### src/hw/rtl/multi_slot_timeout_timer_top_macros.svh
// assertion macros for the multi-slot timeout timer
`ifndef MULTI_SLOT_TIMEOUT_TIMER_TOP_MACROS_SVH
`define MULTI_SLOT_TIMEOUT_TIMER_TOP_MACROS_SVH

`ifndef SYNTHESIS

// condition holds on every clock edge out of reset
`define MSTT_CHECK(lbl, clk, rst, expr) \
  lbl: assert property (@(posedge clk) disable iff (rst) (expr)) \
    else $error("timer check failed");

// consequent holds in the same cycle as the antecedent
`define MSTT_CHECK_IMP(lbl, clk, rst, ante, cons) \
  lbl: assert property (@(posedge clk) disable iff (rst) (ante) |-> (cons)) \
    else $error("timer implication failed");

// consequent holds in the cycle after the antecedent
`define MSTT_CHECK_NXT(lbl, clk, rst, ante, cons) \
  lbl: assert property (@(posedge clk) disable iff (rst) (ante) |=> (cons)) \
    else $error("timer next-cycle check failed");

`else

`define MSTT_CHECK(lbl, clk, rst, expr)
`define MSTT_CHECK_IMP(lbl, clk, rst, ante, cons)
`define MSTT_CHECK_NXT(lbl, clk, rst, ante, cons)

`endif

`endif

### src/hw/rtl/mstt_pkg.sv
// shared types and constants of the multi-slot timeout timer
`default_nettype none

package mstt_pkg;

  // field widths fixed by the transaction format
  localparam int KIND_BITS  = 2;
  localparam int EV_BITS    = 2;
  localparam int ID_BITS    = 4;
  localparam int DELAY_BITS = 32;

  // default sizing
  localparam int DEF_SLOTS     = 16;
  localparam int DEF_TIME_BITS = 32;

  // expiry results handled per tick at most
  localparam int MAX_RESULTS = 16;
  localparam int CNT_BITS    = $clog2(MAX_RESULTS + 1);

  // input kinds
  localparam logic [KIND_BITS-1:0] KIND_REG   = 2'd0;
  localparam logic [KIND_BITS-1:0] KIND_UNREG = 2'd1;
  localparam logic [KIND_BITS-1:0] KIND_TICK  = 2'd2;

  // result events
  localparam logic [EV_BITS-1:0] EV_REG   = 2'd0;
  localparam logic [EV_BITS-1:0] EV_UNREG = 2'd1;
  localparam logic [EV_BITS-1:0] EV_EXP   = 2'd2;

  // broadcast from the controller to every cell
  typedef struct packed {
    logic                  start;
    logic                  step;
    logic                  clear;
    logic                  unreg;
    logic [ID_BITS-1:0]    slot;
    logic                  op_tick;
    logic                  periodic;
    logic [DELAY_BITS-1:0] delay;
  } mstt_cmd_t;

endpackage

`default_nettype wire

### src/hw/rtl/mstt_cell.sv
// one timer slot of the chain, with its scan token
`default_nettype none

module mstt_cell #(
  parameter int IDX       = 0,
  parameter int TIME_BITS = mstt_pkg::DEF_TIME_BITS
) (
  input  wire logic                 clk,
  input  wire logic                 rst,
  input  wire mstt_pkg::mstt_cmd_t  cmd,
  input  wire logic [TIME_BITS-1:0] tick_count,
  input  wire logic                 tok_in,
  output logic                      tok_out,
  output logic                      hit
);
  import mstt_pkg::*;

  localparam int CW = (TIME_BITS > DELAY_BITS) ? TIME_BITS : DELAY_BITS;

  logic                  used;
  logic                  token;
  logic [TIME_BITS-1:0]  start_q;
  logic [DELAY_BITS-1:0] delay_q;
  logic                  periodic_q;

  logic [TIME_BITS-1:0]  elapsed;
  logic                  expired;
  logic                  cond;
  logic                  act;

  // modular elapsed time against the stored delay
  assign elapsed = tick_count - start_q;
  assign expired = CW'(elapsed) >= CW'(delay_q);

  // free slot for a register scan, due slot for a tick scan
  assign cond    = cmd.op_tick ? (used && expired) : !used;
  assign hit     = token && cond;
  assign act     = cmd.step && hit;
  assign tok_out = token;

  // token shift and occupancy
  always_ff @(posedge clk) begin
    if (rst) begin
      token <= 1'b0;
      used  <= 1'b0;
    end else begin
      if (cmd.clear) begin
        token <= 1'b0;
      end else if (cmd.start || cmd.step) begin
        token <= tok_in;
      end
      if (cmd.unreg && (int'(cmd.slot) == IDX)) begin
        used <= 1'b0;
      end else if (act) begin
        if (!cmd.op_tick) begin
          used <= 1'b1;
        end else if (!periodic_q) begin
          used <= 1'b0;
        end
      end
    end
  end

  // slot contents, written on claim and on periodic rearm
  always_ff @(posedge clk) begin
    if (act) begin
      if (!cmd.op_tick) begin
        start_q    <= tick_count;
        delay_q    <= cmd.delay;
        periodic_q <= cmd.periodic;
      end else if (periodic_q) begin
        start_q <= tick_count;
      end
    end
  end

endmodule

`default_nettype wire

### src/hw/rtl/mstt_ctrl.sv
// sequencer: tick counter, scan control and result register
`default_nettype none

`include "multi_slot_timeout_timer_top_macros.svh"

module mstt_ctrl #(
  parameter int SLOTS     = mstt_pkg::DEF_SLOTS,
  parameter int TIME_BITS = mstt_pkg::DEF_TIME_BITS
) (
  input  wire logic                            clk,
  input  wire logic                            rst,
  input  wire logic                            in_valid,
  output logic                                 in_stall,
  input  wire logic [mstt_pkg::KIND_BITS-1:0]  kind,
  input  wire logic [mstt_pkg::DELAY_BITS-1:0] delay,
  input  wire logic                            periodic,
  input  wire logic [mstt_pkg::ID_BITS-1:0]    slot,
  output logic                                 out_valid,
  input  wire logic                            out_stall,
  output logic [mstt_pkg::EV_BITS-1:0]         event_res,
  output logic [mstt_pkg::ID_BITS-1:0]         slot_id,
  output logic                                 ok,
  output logic                                 last,
  input  wire logic [SLOTS-1:0]                tok,
  input  wire logic [SLOTS-1:0]                hits,
  output mstt_pkg::mstt_cmd_t                  cmd,
  output logic [TIME_BITS-1:0]                 tick_count
);
  import mstt_pkg::*;

  localparam int PW = (SLOTS > 1) ? $clog2(SLOTS) : 1;

  localparam logic [1:0] ST_IDLE  = 2'd0;
  localparam logic [1:0] ST_SCAN  = 2'd1;
  localparam logic [1:0] ST_FLUSH = 2'd2;

  logic [1:0]            state, state_next;
  logic [PW-1:0]         pos, pos_next;
  logic [CNT_BITS-1:0]   n, n_next;
  logic                  pend_valid, pend_valid_next;
  logic [ID_BITS-1:0]    pend_id, pend_id_next;
  logic [TIME_BITS-1:0]  tick_next;
  logic                  op_tick, op_tick_next;
  logic [DELAY_BITS-1:0] reg_delay, reg_delay_next;
  logic                  reg_per, reg_per_next;

  logic                  out_free;
  logic                  in_acc;
  logic                  any_hit;
  logic                  at_end;
  logic                  out_ld;
  logic [EV_BITS-1:0]    ld_ev;
  logic [ID_BITS-1:0]    ld_id;
  logic                  ld_ok;
  logic                  ld_last;

  assign out_free = !out_valid || !out_stall;
  assign in_stall = (state != ST_IDLE) || !out_free;
  assign in_acc   = in_valid && !in_stall;
  assign any_hit  = |hits;
  assign at_end   = (pos == PW'(SLOTS - 1));

  // sequencing of one transaction
  always_comb begin
    state_next      = state;
    pos_next        = pos;
    n_next          = n;
    pend_valid_next = pend_valid;
    pend_id_next    = pend_id;
    tick_next       = tick_count;
    op_tick_next    = op_tick;
    reg_delay_next  = reg_delay;
    reg_per_next    = reg_per;
    cmd             = '0;
    cmd.op_tick     = op_tick;
    cmd.delay       = reg_delay;
    cmd.periodic    = reg_per;
    cmd.slot        = slot;
    out_ld          = 1'b0;
    ld_ev           = EV_REG;
    ld_id           = '0;
    ld_ok           = 1'b0;
    ld_last         = 1'b0;
    unique case (state)
      ST_IDLE: begin
        if (in_acc) begin
          unique case (kind)
            KIND_REG: begin
              op_tick_next   = 1'b0;
              reg_delay_next = delay;
              reg_per_next   = periodic;
              pos_next       = '0;
              cmd.start      = 1'b1;
              state_next     = ST_SCAN;
            end
            KIND_UNREG: begin
              cmd.unreg = 1'b1;
              out_ld    = 1'b1;
              ld_ev     = EV_UNREG;
              ld_id     = slot;
              ld_last   = 1'b1;
            end
            KIND_TICK: begin
              tick_next       = tick_count + TIME_BITS'(1);
              op_tick_next    = 1'b1;
              pos_next        = '0;
              n_next          = '0;
              pend_valid_next = 1'b0;
              cmd.start       = 1'b1;
              state_next      = ST_SCAN;
            end
            default: begin
            end
          endcase
        end
      end
      ST_SCAN: begin
        if (out_free) begin
          cmd.step = 1'b1;
          pos_next = pos + PW'(1);
          if (!op_tick) begin
            // register: first free slot, or table full at the end
            if (any_hit) begin
              out_ld     = 1'b1;
              ld_id      = ID_BITS'(pos);
              ld_ok      = 1'b1;
              ld_last    = 1'b1;
              cmd.clear  = 1'b1;
              state_next = ST_IDLE;
            end else if (at_end) begin
              out_ld     = 1'b1;
              ld_last    = 1'b1;
              cmd.clear  = 1'b1;
              state_next = ST_IDLE;
            end
          end else begin
            // tick: hold one expiry back so the final one can be marked last
            if (any_hit) begin
              if (pend_valid) begin
                out_ld = 1'b1;
                ld_ev  = EV_EXP;
                ld_id  = pend_id;
              end
              pend_valid_next = 1'b1;
              pend_id_next    = ID_BITS'(pos);
              n_next          = n + CNT_BITS'(1);
              if ((n_next == CNT_BITS'(MAX_RESULTS)) || at_end) begin
                cmd.clear  = 1'b1;
                state_next = ST_FLUSH;
              end
            end else if (at_end) begin
              cmd.clear  = 1'b1;
              state_next = ST_FLUSH;
            end
          end
        end
      end
      ST_FLUSH: begin
        if (out_free) begin
          if (pend_valid) begin
            out_ld  = 1'b1;
            ld_ev   = EV_EXP;
            ld_id   = pend_id;
            ld_last = 1'b1;
          end
          pend_valid_next = 1'b0;
          state_next      = ST_IDLE;
        end
      end
      default: begin
        state_next = ST_IDLE;
      end
    endcase
  end

  // control registers
  always_ff @(posedge clk) begin
    if (rst) begin
      state      <= ST_IDLE;
      pos        <= '0;
      n          <= '0;
      pend_valid <= 1'b0;
      tick_count <= '0;
      op_tick    <= 1'b0;
      out_valid  <= 1'b0;
    end else begin
      state      <= state_next;
      pos        <= pos_next;
      n          <= n_next;
      pend_valid <= pend_valid_next;
      tick_count <= tick_next;
      op_tick    <= op_tick_next;
      if (out_ld) begin
        out_valid <= 1'b1;
      end else if (!out_stall) begin
        out_valid <= 1'b0;
      end
    end
  end

  // payload registers
  always_ff @(posedge clk) begin
    pend_id   <= pend_id_next;
    reg_delay <= reg_delay_next;
    reg_per   <= reg_per_next;
    if (out_ld) begin
      event_res <= ld_ev;
      slot_id   <= ld_id;
      ok        <= ld_ok;
      last      <= ld_last;
    end
  end

  `MSTT_CHECK(a_one_token, clk, rst, $onehot0(tok))
  `MSTT_CHECK(a_hit_has_token, clk, rst, (hits & ~tok) == '0)
  `MSTT_CHECK_IMP(a_idle_no_pend, clk, rst, state == ST_IDLE, !pend_valid)
  `MSTT_CHECK(a_count_bound, clk, rst, n <= CNT_BITS'(MAX_RESULTS))
  `MSTT_CHECK_NXT(a_reg_scans, clk, rst, in_acc && (kind == KIND_REG), state == ST_SCAN)

endmodule

`default_nettype wire

### src/hw/rtl/multi_slot_timeout_timer_top.sv
// top level of the multi-slot timeout timer: sequencer and chain of slot cells
//
//   channel | direction | handshake           | payload
//   --------+-----------+---------------------+-------------------------------
//   in      | input     | in_valid / in_stall | kind, delay, periodic, slot
//   out     | output    | out_valid/out_stall | event_res, slot_id, ok, last
//
// unregister and unused kinds need no scan; register scans the slots up to the
// first free one (at most SLOTS); tick scans the chain up to its end or up to
// MAX_RESULTS expiries, its token stepping one cell per cycle unless stalled.
// synchronous reset frees every slot and zeroes the tick count at once.
// a result held in the output register stalls the scan until it is taken.
`default_nettype none

module multi_slot_timeout_timer_top #(
  parameter int SLOTS     = mstt_pkg::DEF_SLOTS,
  parameter int TIME_BITS = mstt_pkg::DEF_TIME_BITS
) (
  input  wire logic                            clk,
  input  wire logic                            rst,
  input  wire logic                            in_valid,
  output logic                                 in_stall,
  input  wire logic [mstt_pkg::KIND_BITS-1:0]  kind,
  input  wire logic [mstt_pkg::DELAY_BITS-1:0] delay,
  input  wire logic                            periodic,
  input  wire logic [mstt_pkg::ID_BITS-1:0]    slot,
  output logic                                 out_valid,
  input  wire logic                            out_stall,
  output logic [mstt_pkg::EV_BITS-1:0]         event_res,
  output logic [mstt_pkg::ID_BITS-1:0]         slot_id,
  output logic                                 ok,
  output logic                                 last
);
  import mstt_pkg::*;

  mstt_cmd_t            cmd;
  logic [TIME_BITS-1:0] tick_count;
  logic [SLOTS-1:0]     tok;
  logic [SLOTS-1:0]     hits;

  // sequencer
  mstt_ctrl #(
    .SLOTS     (SLOTS),
    .TIME_BITS (TIME_BITS)
  ) u_ctrl (
    .clk        (clk),
    .rst        (rst),
    .in_valid   (in_valid),
    .in_stall   (in_stall),
    .kind       (kind),
    .delay      (delay),
    .periodic   (periodic),
    .slot       (slot),
    .out_valid  (out_valid),
    .out_stall  (out_stall),
    .event_res  (event_res),
    .slot_id    (slot_id),
    .ok         (ok),
    .last       (last),
    .tok        (tok),
    .hits       (hits),
    .cmd        (cmd),
    .tick_count (tick_count)
  );

  // chain of slot cells, token enters at slot 0
  for (genvar i = 0; i < SLOTS; i++) begin : g_cell
    logic tok_in;
    if (i == 0) begin : g_head
      assign tok_in = cmd.start;
    end else begin : g_link
      assign tok_in = tok[i-1];
    end
    mstt_cell #(
      .IDX       (i),
      .TIME_BITS (TIME_BITS)
    ) u_cell (
      .clk        (clk),
      .rst        (rst),
      .cmd        (cmd),
      .tick_count (tick_count),
      .tok_in     (tok_in),
      .tok_out    (tok[i]),
      .hit        (hits[i])
    );
  end

endmodule

`default_nettype wire
### config.mk
export PLATFORM = sky130hd
export DESIGN_NAME = multi_slot_timeout_timer_top
export DESIGN_NICKNAME = d
export VERILOG_FILES = /design/src/hw/rtl/mstt_pkg.sv /design/src/hw/rtl/mstt_cell.sv /design/src/hw/rtl/mstt_ctrl.sv /design/src/hw/rtl/multi_slot_timeout_timer_top.sv
export VERILOG_INCLUDE_DIRS = /design/src /design/src/hw/rtl
export SDC_FILE = /design/constraint.sdc
export NUM_CORES = 2
export LEC_CHECK = 0
export BUFFER_PORTS_ARGS = -buffer_cell sky130_fd_sc_hd__buf_2
export CAP_MARGIN = 25
export CORE_MARGIN = 5
export CORE_UTILIZATION = 55
export CTS_CLUSTER_SIZE = 25
export DETAILED_ROUTE_END_ITERATION = 6
export PLACE_DENSITY = 0.71
export SLEW_MARGIN = 30
export SYNTH_ARGS = -nofsm -noshare
export SYNTH_HDL_FRONTEND = slang
export SYNTH_SLANG_ARGS = --single-unit
export TNS_END_PERCENT = 50
### constraint.sdc
create_clock -name clk -period 22.3 [get_ports clk]
set_clock_uncertainty 0.05 [all_clocks]
set_input_delay 2.23 -clock clk [delete_from_list [all_inputs] [get_ports clk]]
set_output_delay 2.23 -clock clk [all_outputs]
set_load 0.01 [all_outputs]
Word level (Yosys, flattened, before mapping)
Index checks and enable logic that the tools add are counted.
W data, S select, Z words.
{ "totals": {"register_bits": 1163, "inputBits": 43, "output_inout_bits": 10, "wordCells": 518} }
{ "classes": {"addsub": 19, "order_cmp": 16, "n_eq_ne": 63, "muxes": 151, "n_bitwise": 3, "n_reduce_logical": 172} }
{ "ops": {"columns": ["op", "count"], "rows": [
  ["$mux W32", 32],
  ["$ge A32 B32 Y1", 16],
  ["$sub A32 B32 Y32", 16],
  ["$reduce_and A2 Y1", 48],
  ["$mux W1", 76],
  ["$logic_and A1 B1 Y1", 65],
  ["$mux W4", 11],
  ["$ne A2 B1 Y1 const B", 22],
  ["$eq A4 B4 Y1 const B", 9],
  ["$mux W2", 18],
  ["$ne A2 B2 Y1 const B", 18],
  ["$reduce_or A2 Y1", 18],
  ["$add A32 B1 Y32 const B", 1],
  ["$mux W5", 5],
  ["$logic_not A1 Y1", 20],
  ["$eq A4 B3 Y1 const B", 4],
  ["$reduce_or A16 Y1", 1],
  ["$pmux W2 S3", 2],
  ["$pmux W4 S3", 1],
  ["$reduce_and A6 Y1", 2],
  ["$pmux W5 S2", 1],
  ["$pmux W1 S3", 3],
  ["$reduce_and A3 Y1", 3],
  ["$eq A4 B2 Y1 const B", 2],
  ["19 further kinds", 30]
]} }

Logic depth before layout (Yosys ltp)
{ "depth": {"word_depth": 12, "ltp_mapped": 28, "mapped_depth_nobuf": 27} }

Cells and area by module
Synthesis repeated with hierarchy kept, for this count alone.
{ "hier_totals": {"cells_unflattened": 7596, "hier_area_um2": 78313.9} }
{ "by_module_without_submodules": {"columns": ["mod", "instances", "cells_per_inst", "area_per_inst_um2", "seq_area_each_um2"], "rows": [
  ["mstt_cell (g_cell[11].u_cell ...)", 2, 461, 4692.0, 1991.9],
  ["mstt_cell (g_cell[1].u_cell ...)", 2, 460, 4690.7, 1991.9],
  ["mstt_cell (g_cell[3].u_cell ...)", 2, 461, 4689.5, 1991.9],
  ["mstt_cell (g_cell[5].u_cell ...)", 2, 460, 4689.5, 1991.9],
  ["mstt_cell (g_cell[13].u_cell ...)", 2, 436, 4566.9, 1991.9],
  ["mstt_cell (g_cell[12].u_cell)", 1, 470, 4825.9, 1991.9],
  ["mstt_cell (g_cell[9].u_cell)", 1, 447, 4626.9, 1991.9],
  ["mstt_cell (g_cell[8].u_cell)", 1, 448, 4621.9, 1991.9],
  ["mstt_cell (g_cell[10].u_cell)", 1, 436, 4569.4, 1991.9],
  ["mstt_cell (g_cell[15].u_cell)", 1, 437, 4569.4, 1991.9],
  ["mstt_cell (g_cell[0].u_cell)", 1, 436, 4568.1, 1991.9],
  ["mstt_ctrl", 1, 366, 3875.0, 2272.2]
]} }

Worst setup path after synthesis
No wires, ideal clock.
{ "synth_path": {"path_type": "reg2reg", "start": "reg u_ctrl.tick_count[1]", "end": "reg g_cell[3].u_cell.start_q[0] (enable)", "setup_ns": 0.432, "arrival_ns": 7.255, "required_time_ns": 21.818, "slack_ns": 14.563, "stages_incl_launch_ff": 21, "n_path_buf": 0, "period_less_slack_ns": 7.737, "cell_sequence": "dfxtp_1 ha_1 nor2b_1 o211ai_1 a31oi_1 o21a_1 a41o_1 o211ai_1 nand3_1 a41o_1 a311oi_1 nor2_1 a311o_1 ha_1 nand4_1 nor4_1 o211ai_1 a221oi_1 o211ai_1 nand2b_1 a21oi_1"} }
{ "synth_via": {"elab_chain_len": 7} }
{ "synth_lines": {"columns": ["item", "line_no", "source"], "rows": [
  ["from (decl)", "mstt_ctrl.sv:27", "output logic [TIME_BITS-1:0] tick_count"],
  ["from (signal assigned)", "mstt_ctrl.sv:191", "tick_count <= tick_next;"],
  ["$sub A32 B32 Y32", "mstt_cell.sv:32", "assign elapsed = tick_count - start_q;"],
  ["$ge A32 B32 Y1", "mstt_cell.sv:33", "assign expired = CW'(elapsed) >= CW'(delay_q);"],
  ["$logic_and A1 B1 Y1", "mstt_cell.sv:36", "assign cond = cmd.op_tick ? (used && expired) : !used;"],
  ["$mux W1", "mstt_cell.sv:36", null],
  ["$logic_and A1 B1 Y1", "mstt_cell.sv:37", "assign hit = token && cond;"],
  ["$logic_and A1 B1 Y1", "mstt_cell.sv:38", "assign act = cmd.step && hit;"],
  ["$reduce_and A2 Y1 (no source line)", null, null],
  ["to (signal assigned)", "mstt_cell.sv:68", "start_q <= tick_count;"],
  ["to (signal assigned)", "mstt_cell.sv:72", "start_q <= tick_count;"],
  ["to (decl)", "mstt_cell.sv:22", "logic [TIME_BITS-1:0] start_q;"]
]} }
No other way between the ends.
A chain may end at the register's enable or synchronous reset.

Final worst setup path
{ "layout_path": {"start": "reg u_ctrl.tick_count[1]", "end": "reg u_ctrl.last (enable)"} }
{ "layout_via": {"elab_chain_len": 10, "word_cells_on_any_way": 86, "classes_between": "add/sub: 16; order compare: 16; mux: 21; reduce/logical: 33"} }
{ "layout_lines": {"columns": ["item", "line_no", "source"], "rows": [
  ["$sub A32 B32 Y32", "mstt_cell.sv:32", null],
  ["$ge A32 B32 Y1", "mstt_cell.sv:33", null],
  ["$logic_and A1 B1 Y1", "mstt_cell.sv:36", null],
  ["$mux W1", "mstt_cell.sv:36", null],
  ["$logic_and A1 B1 Y1", "mstt_cell.sv:37", null],
  ["$reduce_or A16 Y1 (*)", "mstt_ctrl.sv:60", "assign any_hit = |hits;"],
  ["$mux W1, on equally long branches", "mstt_ctrl.sv:123, mstt_ctrl.sv:138", null],
  ["$mux W1 (*)", "mstt_ctrl.sv:121", "if (!op_tick) begin"],
  ["$mux W1 (*)", "mstt_ctrl.sv:118", "if (out_free) begin"],
  ["$pmux W1 S3 (*)", "mstt_ctrl.sv:84", "unique case (state)"],
  ["named net u_ctrl.out_ld", "mstt_ctrl.sv:51", "logic out_ld;"],
  ["to (signal assigned)", "mstt_ctrl.sv:210", "last <= ld_last;"],
  ["to (decl)", "mstt_ctrl.sv:23", "output logic last,"]
]} }
The timed path passes the listed nets; every way through them passes the cells marked *.

==> flow_summary.toml <==
[power_and_ir_drop]
p_total_w = 0.00464
power.density_mw_per_mm2 = 56.8
seqPwrFrac_pct = 51.1
p_clk_share_pct = 47.1
p_leak_nw = 38.1
combPwrFrac_pct = 1.9
p_sw_share_pct = 21.0
peakVddDrop_mv = 0.0799
switchingPower_w = 0.000975
p_int_w = 0.00367

[cts]
clk_latency_ns = 0.78
cts_inserted_buffers = 134
hold_buffers = 0
htreeDepth = 4
cts_tree = "done"
clk_path_buf_depth = 3
ctsRootBufferMaster = "clkbuf_16"
post_cts_buffers = 0
cts_resized = 0
clk_pin_slew_ns = 0.06
cts.sinks = 1163

[timing]
drv_slew = 0
finalHoldViolCount = 0
fin_crit_sh_pct = 38.7
relSlewSlack_pct = 28.1
clock.fmax_mhz = 116
rsz0062_at_grt = "false"
worst_pin_slew_ns = 1.06
fin_tns_setup_ns = 0
setup_viol = 0
fin_crit_ns = 8.64

[min_path]
hold_start = "u_ctrl.tick_count[2]"
hold_path.class = "flip-flop to flip-flop"

[synthesis]
synthXorXnorAreaFrac_pct = 5.87
ys_seq_elements = 1163
synth_edf_count = 1085
netlist_area_mm2 = 0.0736
syn_nets = 8024
syn_avg_cell_area_um2 = 10.6
synth_fa_ha_area_share_pct = 17.6
synthMuxAreaShare_pct = 0.218
synth.distinct_cells = 84
ys_async_sr_fraction_pct = 0
synth_ff_type = "edfxtp_1"
synth_top_family_by_area = "adder cells"
synthSimpleGateAreaFrac_pct = 9.64
synth-seq-area-share_pct = 46.4
synth_compound_area_share_pct = 14.3
synth_warnings = 0
synth_cells = 6954

[drt]
first_pass_iters = 5
dr.max_layer_used = "met4"
drt_drc_violations_left = 0
vias = 53868
wl_met1_um = 79300
wl_per_cell_um = 21.7
wl_met2_um = 94000
routed_wl_um = 198000
drt_iter0_drc = 4244
route.met3.wl_um = 13400
viasPerCell = 5.90
detail-route-antenna-nets = 0

[cells_and_area]
regArea_mm2 = 0.0342
fill_cells = 10591
syn_to_final_growth_pct = 11.0
multi_input_area_mm2 = 0.0354
stdcell_area_mm2 = 0.0817
drive_above_1_share_pct = 6.79
nets = 8314

[floorplan]
core_area_mm2 = 0.133
pin_count = 53
fp.dieArea_mm2 = 0.141
rows = 134
initial_core_util_pct = 55.2
die_y_um = 376
die_w_um = 376

[placed_design]
portBuffers = 52
dp_hpwl_um = 138000
gp_congestion = 0.924
place_area_mm2 = 0.0773

[critical_path]
worstSetupPathType = "flip-flop to flip-flop"
startpoint_type = "flip-flop"
crit_arrival_ns = 8.99
end_kind = "flip-flop"
cp_max_fo = 28
critPathLaunch = "u_ctrl.tick_count[1]"
critPathRequiredTime_ns = 22.65
r2r_start = "u_ctrl.tick_count[1]"

[status]
outcome = "complete, no violations"

[flow_run]
max-cap-violations = 0

[global_routing]
grt_start_max_net_pins = 43
grt_pass1_vias = 53451
grt_pass1_wl_um = 298000
track_usage_pct = 27.5
antenna_found_initial = 17
grt.overflow.total = 0
-- per-stage QoR --
step / util [%] / cells / hold WS, ns / setup slack, ns
3_5_place_dp: 58.0 / 8873 / 0.417 / 13.29
3_3_place_gp: 57.8 / 8861 / 0.407 / 13.43
5_1_grt: 61.3 / 9117 / 0.455 / 13.15
4_1_cts: 61.3 / 9114 / 0.430 / 13.24
2_1_floorplan: - / 6954 / 0.423 / 14.56
6_report: 61.3 / 9124 / 0.430 / 13.66
-- cell type report --
cell class	instances	share of cell area (%)
Antenna cell	7	0.0214
Clock buffer	177	4.54
Tap cell	1768	2.71
Multi-Input combinational cell	4632	43.3
Sequential cell	1163	41.8
Clock inverter	64	0.752
Inverter	1129	5.18
Timing Repair Buffer	184	1.73
-- layout by cell type (no fill, tap or decap), drive strengths merged, types with 78 or more instances in the layout --
master and instances:
inv 1136, nor2b 86, clkbuf 177, buf 184, nand4 105, xor2 133
edfxtp 1085, o21a 90, o21ai 317, xnor2 360, nand2b 90, a21oi 591
nand3 123, nand2 316, dfxtp 78, nor2 356, a21o 237, nor3 116
ha 1011
-- power groups by stage --
stage / Sequential, W / Clock (W) / Combinational (W)
floorplan: 0.00242 / 0 / 0.0000361
global placement: 0.00242 / 0 / 0.0000796
detailed placement: 0.00242 / 0 / 0.0000841
CTS: 0.00237 / 0.00222 / 0.0000846
global route: 0.00237 / 0.00231 / 0.0000910
finish: 0.00237 / 0.00219 / 0.0000864
-- metal layers --
metal	global-route usage [%]	vias to the layer above
met3	3.65	515
li1	-	25634
met1	34.1	25826
met4	14.6	0
met2	46.9	1893
met5	0	-
-- worst paths after layout --
path                                               endpoint  slack [ns]  cells past startpoint
worst min-delay path            g_cell[5].u_cell.start_q[2]        0.43                      0
worst max-delay path                            u_ctrl.last       13.66                     24
worst min register to register  g_cell[5].u_cell.start_q[2]        0.43                      0
worst max register to register                  u_ctrl.last       13.66                     24
-- critical path: stages (launching register included) --
cell	delay, ns
dfxtp_2	0.78
buf_4	0.53
ha_1	0.31
nor2b_1	0.14
o211ai_1	0.20
a31oi_1	0.14
o21a_1	0.22
a41o_1	0.30
o211ai_1	0.28
nand3_1	0.13
a41o_1	0.31
a311oi_1	0.73
nor2_1	0.11
a311o_1	0.33
ha_1	0.30
nand4_1	0.19
nor4_1	0.64
o211ai_1	0.20
a221oi_1	0.64
o211ai_1	0.39
nand3_1	0.17
or3_1	0.21
o21bai_4	0.16
o21a_1	0.20
o21ai_1	0.56
-- registers in the layout, indices dropped and copies added (netlist names) --
name and flops:
u_ctrl.op_tick 1, u_ctrl.state 2, u_ctrl.ok 1, u_ctrl.slot_id 4
g_cell.u_cell.start_q 512, u_ctrl.pend_valid 1, u_ctrl.reg_delay 32, u_ctrl.n 5
u_ctrl.event_res 2, g_cell.u_cell.tok_out 16, u_ctrl.pos 4, u_ctrl.last 1
g_cell.u_cell.delay_q 512, u_ctrl.reg_per 1, g_cell.u_cell.periodic_q 16, u_ctrl.tick_count 32
u_ctrl.out_valid 1, g_cell.u_cell.used 16, u_ctrl.pend_id 4
-- cells in the mapped netlist, drive strengths merged, types with 34 or more instances --
library cell  number  area, µm²
nand2b            90        563
ha              1011      12600
o211ai            50        375
xnor2            360       3150
dfxtp             78       1560
nand4            105        657
and2              34        213
o21a              90        676
a21o             237       1780
o21bai            50        390
inv             1129       4240
a211oi            57        428
nand3            123        616
a31oi             62        388
or3               34        213
a21oi            591       2970
o21ai            317       1590
nor3             116        626
xor2             133       1160
edfxtp          1085      32600
nor2             356       1340
nand2            316       1190
and3              66        413
nor2b             86        538
-- logic make-up (layout without fill, tap and decap cells) --
kind of cell	count (synthesis)	after routing
buf+inv	1159	1554
xor+xnor	493	493
mux	16	16
flops	1163	1163
other cells	0	7
compound gates	1672	1672
simple gates	1424	1424
fa+ha+maj	1027	1027
No activity file was read; power rests on OpenSTA's default activity.
